--- src/hdl/mstc_pkg.sv ---
package mstc_pkg;

	// Q16.16 one.
	localparam logic [16:0] Q_ONE = 17'h10000;

	// Shared unit operations.
	localparam logic OP_MUL = 1'b0;
	localparam logic OP_DIV = 1'b1;

	// Quotient bits for the slowdown factor and for the stored acceleration.
	localparam logic [4:0] DIV_F_BITS = 5'd16;
	localparam logic [4:0] DIV_A_BITS = 5'd31;

	// Register indexes on the configuration port.
	localparam logic [1:0] REG_MAX_TORQUE     = 2'd0;
	localparam logic [1:0] REG_INERTIA_GAIN   = 2'd1;
	localparam logic [1:0] REG_RESIST_DAMPING = 2'd2;
	localparam logic [1:0] REG_RAMP_STEP      = 2'd3;

	// Request to the shared arithmetic unit. For a multiply, opa is the magnitude of
	// the signed operand, neg its sign and opb the unsigned factor. For a divide, opa
	// holds the initial remainder, opb the divisor and opc the remaining dividend bits.
	typedef struct packed {
		logic        start;
		logic        op;
		logic        neg;
		logic [32:0] opa;
		logic [31:0] opb;
		logic [30:0] opc;
		logic [4:0]  iters;
	} mstc_req_t;

	typedef struct packed {
		logic        done;
		logic [31:0] result;
	} mstc_rsp_t;

endpackage

--- src/hdl/mstc_arith.sv ---
module mstc_arith (
	input  logic                clk,
	input  logic                arst_n,
	input  mstc_pkg::mstc_req_t req,
	output mstc_pkg::mstc_rsp_t rsp
);
	import mstc_pkg::*;

	localparam logic [4:0] MUL_STEPS = 5'd4;
	localparam logic [4:0] MUL_LO    = 5'd4;
	localparam logic [4:0] MUL_HI    = 5'd3;
	localparam logic [4:0] MUL_ACC   = 5'd2;
	localparam logic [4:0] LAST_STEP = 5'd1;

	logic        busy_q;
	logic        done_q;
	logic [4:0]  cnt_q;
	logic        op_q;
	logic        neg_q;
	logic [32:0] a_q;
	logic [31:0] b_q;
	logic [31:0] rem_q;
	logic [30:0] dq_q;
	logic [48:0] pp_q;
	logic [63:0] acc_q;
	logic [31:0] res_q;

	logic [15:0] mul_b;
	logic [48:0] pp;
	logic [63:0] acc_sum;
	logic [47:0] prod_m;
	logic [31:0] mul_sat;
	logic [32:0] div_t;
	logic        div_ge;
	logic [31:0] rem_n;
	logic [30:0] dq_n;

	// One 33x16 multiplier serves both halves of the factor.
	always_comb begin
		mul_b   = (cnt_q == MUL_LO) ? b_q[15:0] : {1'b0, b_q[30:16]};
		pp      = 49'(a_q) * 49'(mul_b);
		acc_sum = acc_q + {pp_q[47:0], 16'b0};
		prod_m  = acc_q[63:16];
		if (neg_q) begin
			mul_sat = (prod_m >= 48'h8000_0000) ? 32'h8000_0000 : (~prod_m[31:0] + 32'd1);
		end else begin
			mul_sat = (prod_m >= 48'h8000_0000) ? 32'h7FFF_FFFF : prod_m[31:0];
		end
	end

	// Restoring divide, one quotient bit per step.
	always_comb begin
		div_t  = {rem_q, dq_q[30]};
		div_ge = div_t >= {1'b0, b_q};
		rem_n  = div_ge ? 32'(div_t - {1'b0, b_q}) : div_t[31:0];
		dq_n   = {dq_q[29:0], div_ge};
	end

	always_ff @(posedge clk or negedge arst_n) begin
		if (!arst_n) begin
			busy_q <= 1'b0;
			done_q <= 1'b0;
			cnt_q  <= '0;
		end else begin
			done_q <= busy_q && (cnt_q == LAST_STEP);
			if (req.start) begin
				busy_q <= 1'b1;
				cnt_q  <= (req.op == OP_DIV) ? req.iters : MUL_STEPS;
			end else if (busy_q) begin
				cnt_q <= cnt_q - 5'd1;
				if (cnt_q == LAST_STEP) begin
					busy_q <= 1'b0;
				end
			end
		end
	end

	always_ff @(posedge clk) begin
		if (req.start) begin
			op_q  <= req.op;
			neg_q <= req.neg;
			a_q   <= req.opa;
			b_q   <= req.opb;
			rem_q <= req.opa[31:0];
			dq_q  <= req.opc;
		end else if (busy_q) begin
			if (op_q == OP_DIV) begin
				rem_q <= rem_n;
				dq_q  <= dq_n;
				if (cnt_q == LAST_STEP) begin
					res_q <= {1'b0, dq_n};
				end
			end else begin
				unique case (cnt_q)
					MUL_LO: begin
						pp_q <= pp;
					end
					MUL_HI: begin
						acc_q <= {15'b0, pp_q};
						pp_q  <= pp;
					end
					MUL_ACC: begin
						acc_q <= acc_sum;
					end
					default: begin
						res_q <= mul_sat;
					end
				endcase
			end
		end
	end

	assign rsp.done   = done_q;
	assign rsp.result = res_q;

endmodule

--- src/hdl/motor_speed_torque_controller.sv ---
// Motor speed and torque controller, one word per control tick.
// Input stream (s_*): one word carries the measured speed, the axis inertia,
// the target speed and the motor-on flag. The block ramps its commanded speed
// toward the target, forms the torque from the speed error, inertia and gain,
// adds a compensation term from the previous tick, clamps it and keeps the
// force, acceleration and speed for the next tick.
// Output stream (m_*): one word per input word, the Q16.16 torque in tdata and
// the result kind in tuser (0 when the commanded speed is zero).
// Configuration (APB): four 31-bit registers at byte addresses 0, 4, 8 and 12;
// the user must write them only while the block is idle, which the block itself
// does not enforce; reads return the register value.
// When the commanded speed is zero the word goes from the ramp step straight to
// the output register; otherwise the shared arithmetic unit sets its time, which
// grows with the quotient bits it divides (16 for the slowdown factor, 31 for
// the stored acceleration). One word is processed at a time and the next one is
// accepted only after the last has reached the output register.
// s_tready is high only while the sequencer is idle. A finished word waits in
// the output register while the next input is accepted; if the receiver still
// stalls when the next word finishes, the sequencer holds until the slot frees.
// Reset clears the ramp state and the stored tick history, sets the gain and
// damping to one and the clamp and ramp step to zero.
module motor_speed_torque_controller (
	input  logic        clk,
	input  logic        arst_n,
	input  logic        s_tvalid,
	output logic        s_tready,
	// [31:0] measured_speed, [62:32] axis_inertia, [94:63] target_speed, [95] motor_on
	input  logic [95:0] s_tdata,
	output logic        m_tvalid,
	input  logic        m_tready,
	// [31:0] torque
	output logic [31:0] m_tdata,
	// [0] result_kind
	output logic        m_tuser,
	input  logic        psel,
	input  logic        penable,
	input  logic        pwrite,
	input  logic [3:0]  paddr,
	input  logic [31:0] pwdata,
	output logic [31:0] prdata,
	output logic        pready
);
	import mstc_pkg::*;

	localparam logic [3:0] ST_IDLE   = 4'd0;
	localparam logic [3:0] ST_RAMP   = 4'd1;
	localparam logic [3:0] ST_ACC    = 4'd2;
	localparam logic [3:0] ST_MUL1   = 4'd3;
	localparam logic [3:0] ST_MUL2   = 4'd4;
	localparam logic [3:0] ST_DECIDE = 4'd5;
	localparam logic [3:0] ST_DIV1   = 4'd6;
	localparam logic [3:0] ST_MULF   = 4'd7;
	localparam logic [3:0] ST_MULT   = 4'd8;
	localparam logic [3:0] ST_CLAMP  = 4'd9;
	localparam logic [3:0] ST_PDIV   = 4'd10;
	localparam logic [3:0] ST_DIV2   = 4'd11;
	localparam logic [3:0] ST_OUT    = 4'd12;

	function automatic logic [32:0] mag33(input logic signed [32:0] v);
		mag33 = v[32] ? 33'(-v) : 33'(v);
	endfunction

	function automatic logic signed [31:0] sat32(input logic signed [32:0] v);
		if (v > 33'sh0_7FFF_FFFF) begin
			sat32 = 32'sh7FFF_FFFF;
		end else if (v < -33'sh0_8000_0000) begin
			sat32 = 32'sh8000_0000;
		end else begin
			sat32 = v[31:0];
		end
	endfunction

	// Multiply request: signed Q16.16 value times an unsigned Q16.16 factor.
	function automatic mstc_req_t mul_req(input logic signed [31:0] x, input logic [31:0] f);
		mstc_req_t r;
		r       = '0;
		r.start = 1'b1;
		r.op    = OP_MUL;
		r.neg   = x[31];
		r.opa   = mag33(33'(x));
		r.opb   = f;
		mul_req = r;
	endfunction

	// Configuration registers.
	logic [30:0] max_torque_q;
	logic [30:0] inertia_gain_q;
	logic [30:0] resist_damping_q;
	logic [30:0] ramp_step_q;

	// Tick history.
	logic signed [31:0] cmd_q;
	logic signed [31:0] pspeed_q;
	logic signed [31:0] paccel_q;
	logic signed [31:0] pforce_q;

	// Current word and working values.
	logic [3:0]         state_q;
	logic signed [31:0] meas_q;
	logic [30:0]        inert_q;
	logic signed [31:0] targ_q;
	logic               on_q;
	logic signed [32:0] accel_q;
	logic signed [32:0] d_q;
	logic signed [31:0] rot_q;
	logic               kind_q;
	mstc_req_t          req_q;
	mstc_rsp_t          rsp;

	logic        mvalid_q;
	logic [31:0] mdata_q;
	logic        muser_q;

	logic               cfg_we;
	logic signed [32:0] delta;
	logic signed [32:0] step;
	logic signed [31:0] cmd_n;
	logic signed [32:0] accel_n;
	logic [32:0]        mag_d;
	logic [31:0]        mag_pa;
	logic [31:0]        mag_r;
	logic               same_sign;
	logic               small_d;
	logic signed [31:0] lim;
	logic [16:0]        slow_f;
	logic [30:0]        acc_q31;

	mstc_arith u_arith (
		.clk    (clk),
		.arst_n (arst_n),
		.req    (req_q),
		.rsp    (rsp)
	);

	assign pready = 1'b1;
	assign cfg_we = psel && penable && pwrite;

	always_comb begin
		unique case (paddr[3:2])
			REG_MAX_TORQUE:     prdata = {1'b0, max_torque_q};
			REG_INERTIA_GAIN:   prdata = {1'b0, inertia_gain_q};
			REG_RESIST_DAMPING: prdata = {1'b0, resist_damping_q};
			REG_RAMP_STEP:      prdata = {1'b0, ramp_step_q};
		endcase
	end

	always_comb begin
		// Ramp toward the target; with the motor on the result lies between old and target, else it is zero.
		delta = 33'(targ_q) - 33'(cmd_q);
		step  = $signed({2'b0, ramp_step_q});
		if (!on_q) begin
			cmd_n = '0;
		end else if (delta > step) begin
			cmd_n = 32'(33'(cmd_q) + step);
		end else if (delta < -step) begin
			cmd_n = 32'(33'(cmd_q) - step);
		end else begin
			cmd_n = targ_q;
		end
		accel_n = 33'(cmd_q) - 33'(meas_q);

		mag_d     = mag33(d_q);
		mag_pa    = 32'(mag33(33'(paccel_q)));
		mag_r     = 32'(mag33(33'(rot_q)));
		same_sign = (d_q != 0) && (accel_q != 0) && (d_q[32] == accel_q[32]);
		// |d| * 20 < |prev_accel|, exact.
		small_d   = (({5'b0, mag_d} << 4) + ({5'b0, mag_d} << 2)) < 38'(mag_pa);
		lim       = $signed({1'b0, max_torque_q});
		slow_f    = Q_ONE - {1'b0, rsp.result[15:0]};
		acc_q31   = rsp.result[30:0];
	end

	always_ff @(posedge clk or negedge arst_n) begin
		if (!arst_n) begin
			max_torque_q     <= '0;
			inertia_gain_q   <= 31'(Q_ONE);
			resist_damping_q <= 31'(Q_ONE);
			ramp_step_q      <= '0;
			cmd_q            <= '0;
			pspeed_q         <= '0;
			paccel_q         <= '0;
			pforce_q         <= '0;
			state_q          <= ST_IDLE;
			req_q            <= '0;
			mvalid_q         <= 1'b0;
		end else begin
			req_q.start <= 1'b0;
			if (mvalid_q && m_tready) begin
				mvalid_q <= 1'b0;
			end
			if (cfg_we) begin
				unique case (paddr[3:2])
					REG_MAX_TORQUE:     max_torque_q     <= pwdata[30:0];
					REG_INERTIA_GAIN:   inertia_gain_q   <= pwdata[30:0];
					REG_RESIST_DAMPING: resist_damping_q <= pwdata[30:0];
					REG_RAMP_STEP:      ramp_step_q      <= pwdata[30:0];
				endcase
			end

			unique case (state_q)
				ST_IDLE: begin
					if (s_tvalid) begin
						meas_q  <= $signed(s_tdata[31:0]);
						inert_q <= s_tdata[62:32];
						targ_q  <= $signed(s_tdata[94:63]);
						on_q    <= s_tdata[95];
						state_q <= ST_RAMP;
					end
				end
				ST_RAMP: begin
					cmd_q <= cmd_n;
					if (cmd_n == 0) begin
						// Nothing applied; the tick history stays as it is.
						rot_q   <= '0;
						kind_q  <= 1'b0;
						state_q <= ST_OUT;
					end else begin
						kind_q  <= 1'b1;
						state_q <= ST_ACC;
					end
				end
				ST_ACC: begin
					accel_q      <= accel_n;
					d_q          <= 33'(meas_q) - 33'(pspeed_q);
					req_q        <= '0;
					req_q.start  <= 1'b1;
					req_q.op     <= OP_MUL;
					req_q.neg    <= accel_n[32];
					req_q.opa    <= mag33(accel_n);
					req_q.opb    <= {1'b0, inert_q};
					state_q      <= ST_MUL1;
				end
				ST_MUL1: begin
					if (rsp.done) begin
						req_q   <= mul_req($signed(rsp.result), {1'b0, inertia_gain_q});
						state_q <= ST_MUL2;
					end
				end
				ST_MUL2: begin
					if (rsp.done) begin
						rot_q   <= $signed(rsp.result);
						state_q <= ST_DECIDE;
					end
				end
				ST_DECIDE: begin
					priority if (paccel_q == 0) begin
						state_q <= ST_CLAMP;
					end else if (same_sign) begin
						if (d_q[32] != paccel_q[31]) begin
							// Negative ratio: the slowdown factor is one.
							req_q   <= mul_req(pforce_q, 32'(Q_ONE));
							state_q <= ST_MULF;
						end else if (mag_d >= {1'b0, mag_pa}) begin
							// Ratio of one or more: the term vanishes.
							state_q <= ST_CLAMP;
						end else begin
							req_q       <= '0;
							req_q.start <= 1'b1;
							req_q.op    <= OP_DIV;
							req_q.opa   <= mag_d;
							req_q.opb   <= mag_pa;
							req_q.opc   <= '0;
							req_q.iters <= DIV_F_BITS;
							state_q     <= ST_DIV1;
						end
					end else if ((meas_q != 0) && small_d) begin
						req_q   <= mul_req(pforce_q, {1'b0, resist_damping_q});
						state_q <= ST_MULT;
					end else begin
						state_q <= ST_CLAMP;
					end
				end
				ST_DIV1: begin
					if (rsp.done) begin
						req_q   <= mul_req(pforce_q, 32'(slow_f));
						state_q <= ST_MULF;
					end
				end
				ST_MULF: begin
					if (rsp.done) begin
						req_q   <= mul_req($signed(rsp.result), {1'b0, resist_damping_q});
						state_q <= ST_MULT;
					end
				end
				ST_MULT: begin
					if (rsp.done) begin
						rot_q   <= sat32(33'(rot_q) + 33'($signed(rsp.result)));
						state_q <= ST_CLAMP;
					end
				end
				ST_CLAMP: begin
					if (max_torque_q != 0) begin
						if (rot_q > lim) begin
							rot_q <= lim;
						end else if (rot_q < -lim) begin
							rot_q <= -lim;
						end
					end
					state_q <= ST_PDIV;
				end
				ST_PDIV: begin
					pforce_q <= rot_q;
					pspeed_q <= meas_q;
					priority if (inert_q == 0) begin
						paccel_q <= '0;
						state_q  <= ST_OUT;
					end else if (46'(mag_r) >= {inert_q, 15'b0}) begin
						// The quotient reaches 2^31 and saturates.
						paccel_q <= rot_q[31] ? 32'sh8000_0000 : 32'sh7FFF_FFFF;
						state_q  <= ST_OUT;
					end else begin
						req_q       <= '0;
						req_q.start <= 1'b1;
						req_q.op    <= OP_DIV;
						req_q.opa   <= {16'b0, mag_r[31:15]};
						req_q.opb   <= {1'b0, inert_q};
						req_q.opc   <= {mag_r[14:0], 16'b0};
						req_q.iters <= DIV_A_BITS;
						state_q     <= ST_DIV2;
					end
				end
				ST_DIV2: begin
					if (rsp.done) begin
						paccel_q <= rot_q[31] ? -$signed({1'b0, acc_q31})
						                      : $signed({1'b0, acc_q31});
						state_q  <= ST_OUT;
					end
				end
				ST_OUT: begin
					if (!mvalid_q || m_tready) begin
						mvalid_q <= 1'b1;
						mdata_q  <= rot_q;
						muser_q  <= kind_q;
						state_q  <= ST_IDLE;
					end
				end
				default: begin
					state_q <= ST_IDLE;
				end
			endcase
		end
	end

	assign s_tready = (state_q == ST_IDLE);
	assign m_tvalid = mvalid_q;
	assign m_tdata  = mdata_q;
	assign m_tuser  = muser_q;

`ifndef SYNTHESIS
	// The shared unit only finishes while the sequencer waits for it.
	a_done_waiting: assert property (@(posedge clk) disable iff (!arst_n)
		rsp.done |-> (state_q == ST_MUL1 || state_q == ST_MUL2 || state_q == ST_DIV1 ||
		              state_q == ST_MULF || state_q == ST_MULT || state_q == ST_DIV2))
		else $error("shared unit finished outside a wait state");

	a_accept_ramp: assert property (@(posedge clk) disable iff (!arst_n)
		(s_tvalid && s_tready) |=> (state_q == ST_RAMP))
		else $error("accepted word did not start the ramp");

	a_idle_zero: assert property (@(posedge clk) disable iff (!arst_n)
		(m_tvalid && !m_tuser) |-> (m_tdata == 32'd0))
		else $error("nothing-applied word carries torque");

	a_clamp: assert property (@(posedge clk) disable iff (!arst_n)
		(m_tvalid && m_tuser && (max_torque_q != 0)) |->
		($signed(m_tdata) <= lim && $signed(m_tdata) >= -lim))
		else $error("torque exceeds the clamp");
`endif

endmodule
--- config.mk ---
export PLATFORM = sky130hd
export DESIGN_NAME = motor_speed_torque_controller
export DESIGN_NICKNAME = d
export VERILOG_FILES = /design/src/hdl/mstc_pkg.sv /design/src/hdl/mstc_arith.sv /design/src/hdl/motor_speed_torque_controller.sv
export SDC_FILE = /design/constraint.sdc
export NUM_CORES = 2
export LEC_CHECK = 0
export ABC_AREA = 1
export BUFFER_PORTS_ARGS = -buffer_cell sky130_fd_sc_hd__buf_2
export CAP_MARGIN = 25
export CORE_UTILIZATION = 35
export DETAILED_ROUTE_END_ITERATION = 10
export HOLD_SLACK_MARGIN = 0.12
export SLEW_MARGIN = 10
export SYNTH_ARGS = -nofsm -noshare
export SYNTH_HDL_FRONTEND = slang
export SYNTH_SLANG_ARGS = --single-unit
--- constraint.sdc ---
create_clock -name clk -period 13.8 [get_ports clk]
set_input_delay 0.69 -clock clk [delete_from_list [all_inputs] [get_ports clk]]
set_output_delay 0.69 -clock clk [all_outputs]
set_load 0.1 [all_outputs]
==> impl_metrics.env <==
export IMPL_status="complete, no violations"
export IMPL_io_buffers=201
export IMPL_synth_ff_type="edfxtp_1"
export IMPL_required_ps=14280
export IMPL_reg2reg_setup_slack_ps=4440
export IMPL_cts_setup_buffers=0
export IMPL_vias=72800
export IMPL_hold_end="inertia_gain_q[19]"
export IMPL_ioPinCount=207
export IMPL_ys_seq_elements=835
export IMPL_fin_area_sq_mm=0.0884
export IMPL_setup_tns_ps=0
export IMPL_dieArea_sq_mm=0.227
export IMPL_yosys_warnings=0
export IMPL_clk_latency_ps=810
export IMPL_syn_mean_instance_area_sq_um=7.73
export IMPL_initial_core_util=0.354
export IMPL_viasPerCell=5.40
export IMPL_track_usage=0.281
export IMPL_r2r_start="u_arith.cnt_q[0]"
export IMPL_ant_nets=0
export IMPL_fin_skew_ps=50.6
export IMPL_drc=0
export IMPL_seq_area_frac_synth=0.296
export IMPL_r2r_cells=30
export IMPL_drt_wirelength_per_cell_microns=24.1
export IMPL_holdCritStartpoint="pwdata[19]"
export IMPL_cts_max_path_buffers=3
export IMPL_hpwl_mm=261
export IMPL_hold_buffers=98
export IMPL_rsz0062_at_grt="no"
export IMPL_cts_max_level=3
export IMPL_syn_to_final_growth_pct=12.1
export IMPL_globalplace_congestion=1.01
export IMPL_clock_root_buffer="clkbuf_16"
export IMPL_clock_sinks=835
export IMPL_start_kind="register"
export IMPL_fin_cells=13500
export IMPL_finalHoldViolCount=0
export IMPL_final_nets=11600
export IMPL_cts_buffers=104
export IMPL_hold_class="in2reg"
export IMPL_grt_pass1_wl_mm=473
export IMPL_grt_overflow=0
export IMPL_worst_pin_slew_ps=1150
export IMPL_dpl_cell_area_sq_mm=0.0836
export IMPL_antenna_found_initial=9
export IMPL_finalSetupViolCount=0
export IMPL_finalCriticalPeriod_ps=9360
export IMPL_cts_tree="built"
export IMPL_grt_pass1_vias=71600
export IMPL_crit_type="reg2reg"
export IMPL_row_count=173
export IMPL_die_y_microns=477
export IMPL_dr_pass1_iters=6
export IMPL_timing_rr_end="u_arith.pp_q[47]"
export IMPL_die_w_microns=477
export IMPL_synth_nets=11400
export IMPL_async_reset_ff_frac=0.417
export IMPL_routed_wl_mm=326
export IMPL_min_path_cells=3
export IMPL_report_final_slew_viol_count=0
export IMPL_period_share=0.678
export IMPL_dpl_cell_count=13200
export IMPL_synth_cells=10200
export IMPL_max_cap_violations=0
export IMPL_synth_edff_count=487
export IMPL_cts_resized_gates=0
export IMPL_fmax_ghz=0.107
export IMPL_grt_max_degree=84
export IMPL_path_max_fanout=32
export IMPL_drive_gt1_frac=0.0620
export IMPL_maxSlewHeadroom=0.233
export IMPL_slowest_stage="clkinv_1"
export IMPL_worst_path_largest_cell_delay_ps=720
export IMPL_synth_area_sq_mm=0.0788
export IMPL_core_area_sq_mm=0.223
export IMPL_ys_types=79
export IMPL_critPathCaptureType="register"
export IMPL_worstPathArrival_ps=9830
export IMPL_drt_iter0_markers=7243
export IMPL_clk_pin_slew_worst_paths_ps=60
export IMPL_critical_path_most_common_cell="fa_1"
[metrics by stage]
step                       util  worst slack, ps  hold WS [ps]
after detailed placement  0.375             4560           434
after global placement    0.374             4710           432
final                     0.396             4440           220
after CTS                 0.396             4510           176
after floorplan               -             3120           394
after global routing      0.396             3990           228
[registers in the layout, indices dropped and copies added, names as in the netlist, 33 cells and up]
register / flops
u_arith.pp_q: 49
d_q: 33
accel_q: 33
u_arith.acc_q: 48
req_q: 84
u_arith.a_q: 33
[final cells by class]
type / count / area, sq um
clock buffers: 140 / 3020
diodes: 10 / 25.0
clock inverters: 57 / 683
flip-flops and latches: 835 / 23300
fillers: 22900 / 135000
multi-input cells: 7439 / 48400
repair buffers: 453 / 3270
well taps: 2975 / 3720
inverters: 1587 / 5960
[synth_stat cells, types with 26 or more instances]
| library cell | number | share of area |
|---|---|---|
| o2111ai_1 | 37 | 0.0041 |
| o21a_1 | 40 | 0.0038 |
| a31oi_1 | 56 | 0.0044 |
| o22ai_1 | 27 | 0.0021 |
| a22oi_1 | 26 | 0.0025 |
| nand3_1 | 355 | 0.023 |
| o21bai_1 | 31 | 0.0030 |
| o21ai_1 | 31 | 0.0020 |
| nor3_1 | 114 | 0.0072 |
| edfxtp_1 | 487 | 0.19 |
| ha_1 | 629 | 0.10 |
| buf_2 | 27 | 0.0017 |
| a21oi_1 | 748 | 0.047 |
| xor2_1 | 375 | 0.042 |
| dfrtp_1 | 346 | 0.11 |
| clkbuf_1 | 275 | 0.013 |
| nor4_1 | 66 | 0.0052 |
| nor2_1 | 883 | 0.042 |
| o21ai_0 | 688 | 0.044 |
| nand4_1 | 151 | 0.012 |
| xnor2_1 | 129 | 0.014 |
| fa_1 | 441 | 0.11 |
| o211ai_1 | 39 | 0.0037 |
| nand2_1 | 2310 | 0.11 |
| inv_1 | 1559 | 0.074 |
[worst max path at each step]
stage,startpoint,endpoint,slack (ps),depth (start not counted)
after floorplan,arst_n,inert_q[0],3120,2
after global placement,u_arith.cnt_q[0],u_arith.pp_q[47],4710,30
after detailed placement,u_arith.cnt_q[0],u_arith.pp_q[47],4560,30
after CTS,u_arith.cnt_q[0],u_arith.pp_q[47],4510,30
after global routing,u_arith.cnt_q[0],u_arith.pp_q[47],3990,30
final,u_arith.cnt_q[0],u_arith.pp_q[47],4440,30
[per-layer routing]
metal	GRT usage	wire length [microns]	vias to the layer above
met3	0.0406	21800	754
met1	0.348	131000	35200
met4	0.206	27900	4
met5	0	38	-
li1	-	-	33800
met2	0.448	145000	3039
[layout by cell type (no fill, tap or decap), types with 151 or more instances in the layout]
cell      instances
nand2_1        2310
fa_1            441
a21oi_1         743
nor2_1          871
edfxtp_1        487
nand3_1         352
o21ai_0         682
xor2_1          375
inv_1          1554
ha_1            629
buf_2           200
nand4_1         151
dfrtp_1         345
[worst max-delay path, delay by kind of cell, from the launching register on]
family,cells,cell delay [ps]
adders and majority gates,8,3770
AOI/OAI and AO/OA,10,2260
buffers and inverters,7,1700
and+or+nand+nor,4,730
DFF,1,410
xor gates and xnor gates,1,180
[logic make-up (layout without fill, tap and decap cells)]
| family | after synthesis | in the layout | share of synthesized area |
|---|---|---|---|
| and+or+nand+nor | 3969 | 3969 | 0.207 |
| buffers and inverters | 1922 | 2237 | 0.0927 |
| AOI/OAI and AO/OA | 1878 | 1878 | 0.133 |
| adders and majority gates | 1070 | 1070 | 0.212 |
| DFF | 835 | 835 | 0.296 |
| xor gates and xnor gates | 511 | 511 | 0.0574 |
| muxes | 9 | 9 | 0.00129 |
| other | 2 | 12 | 0.0000953 |
Power is left out: the tool's default activity adds up to more than one toggle a clock period on the data nets, which glitch-free logic cannot reach.
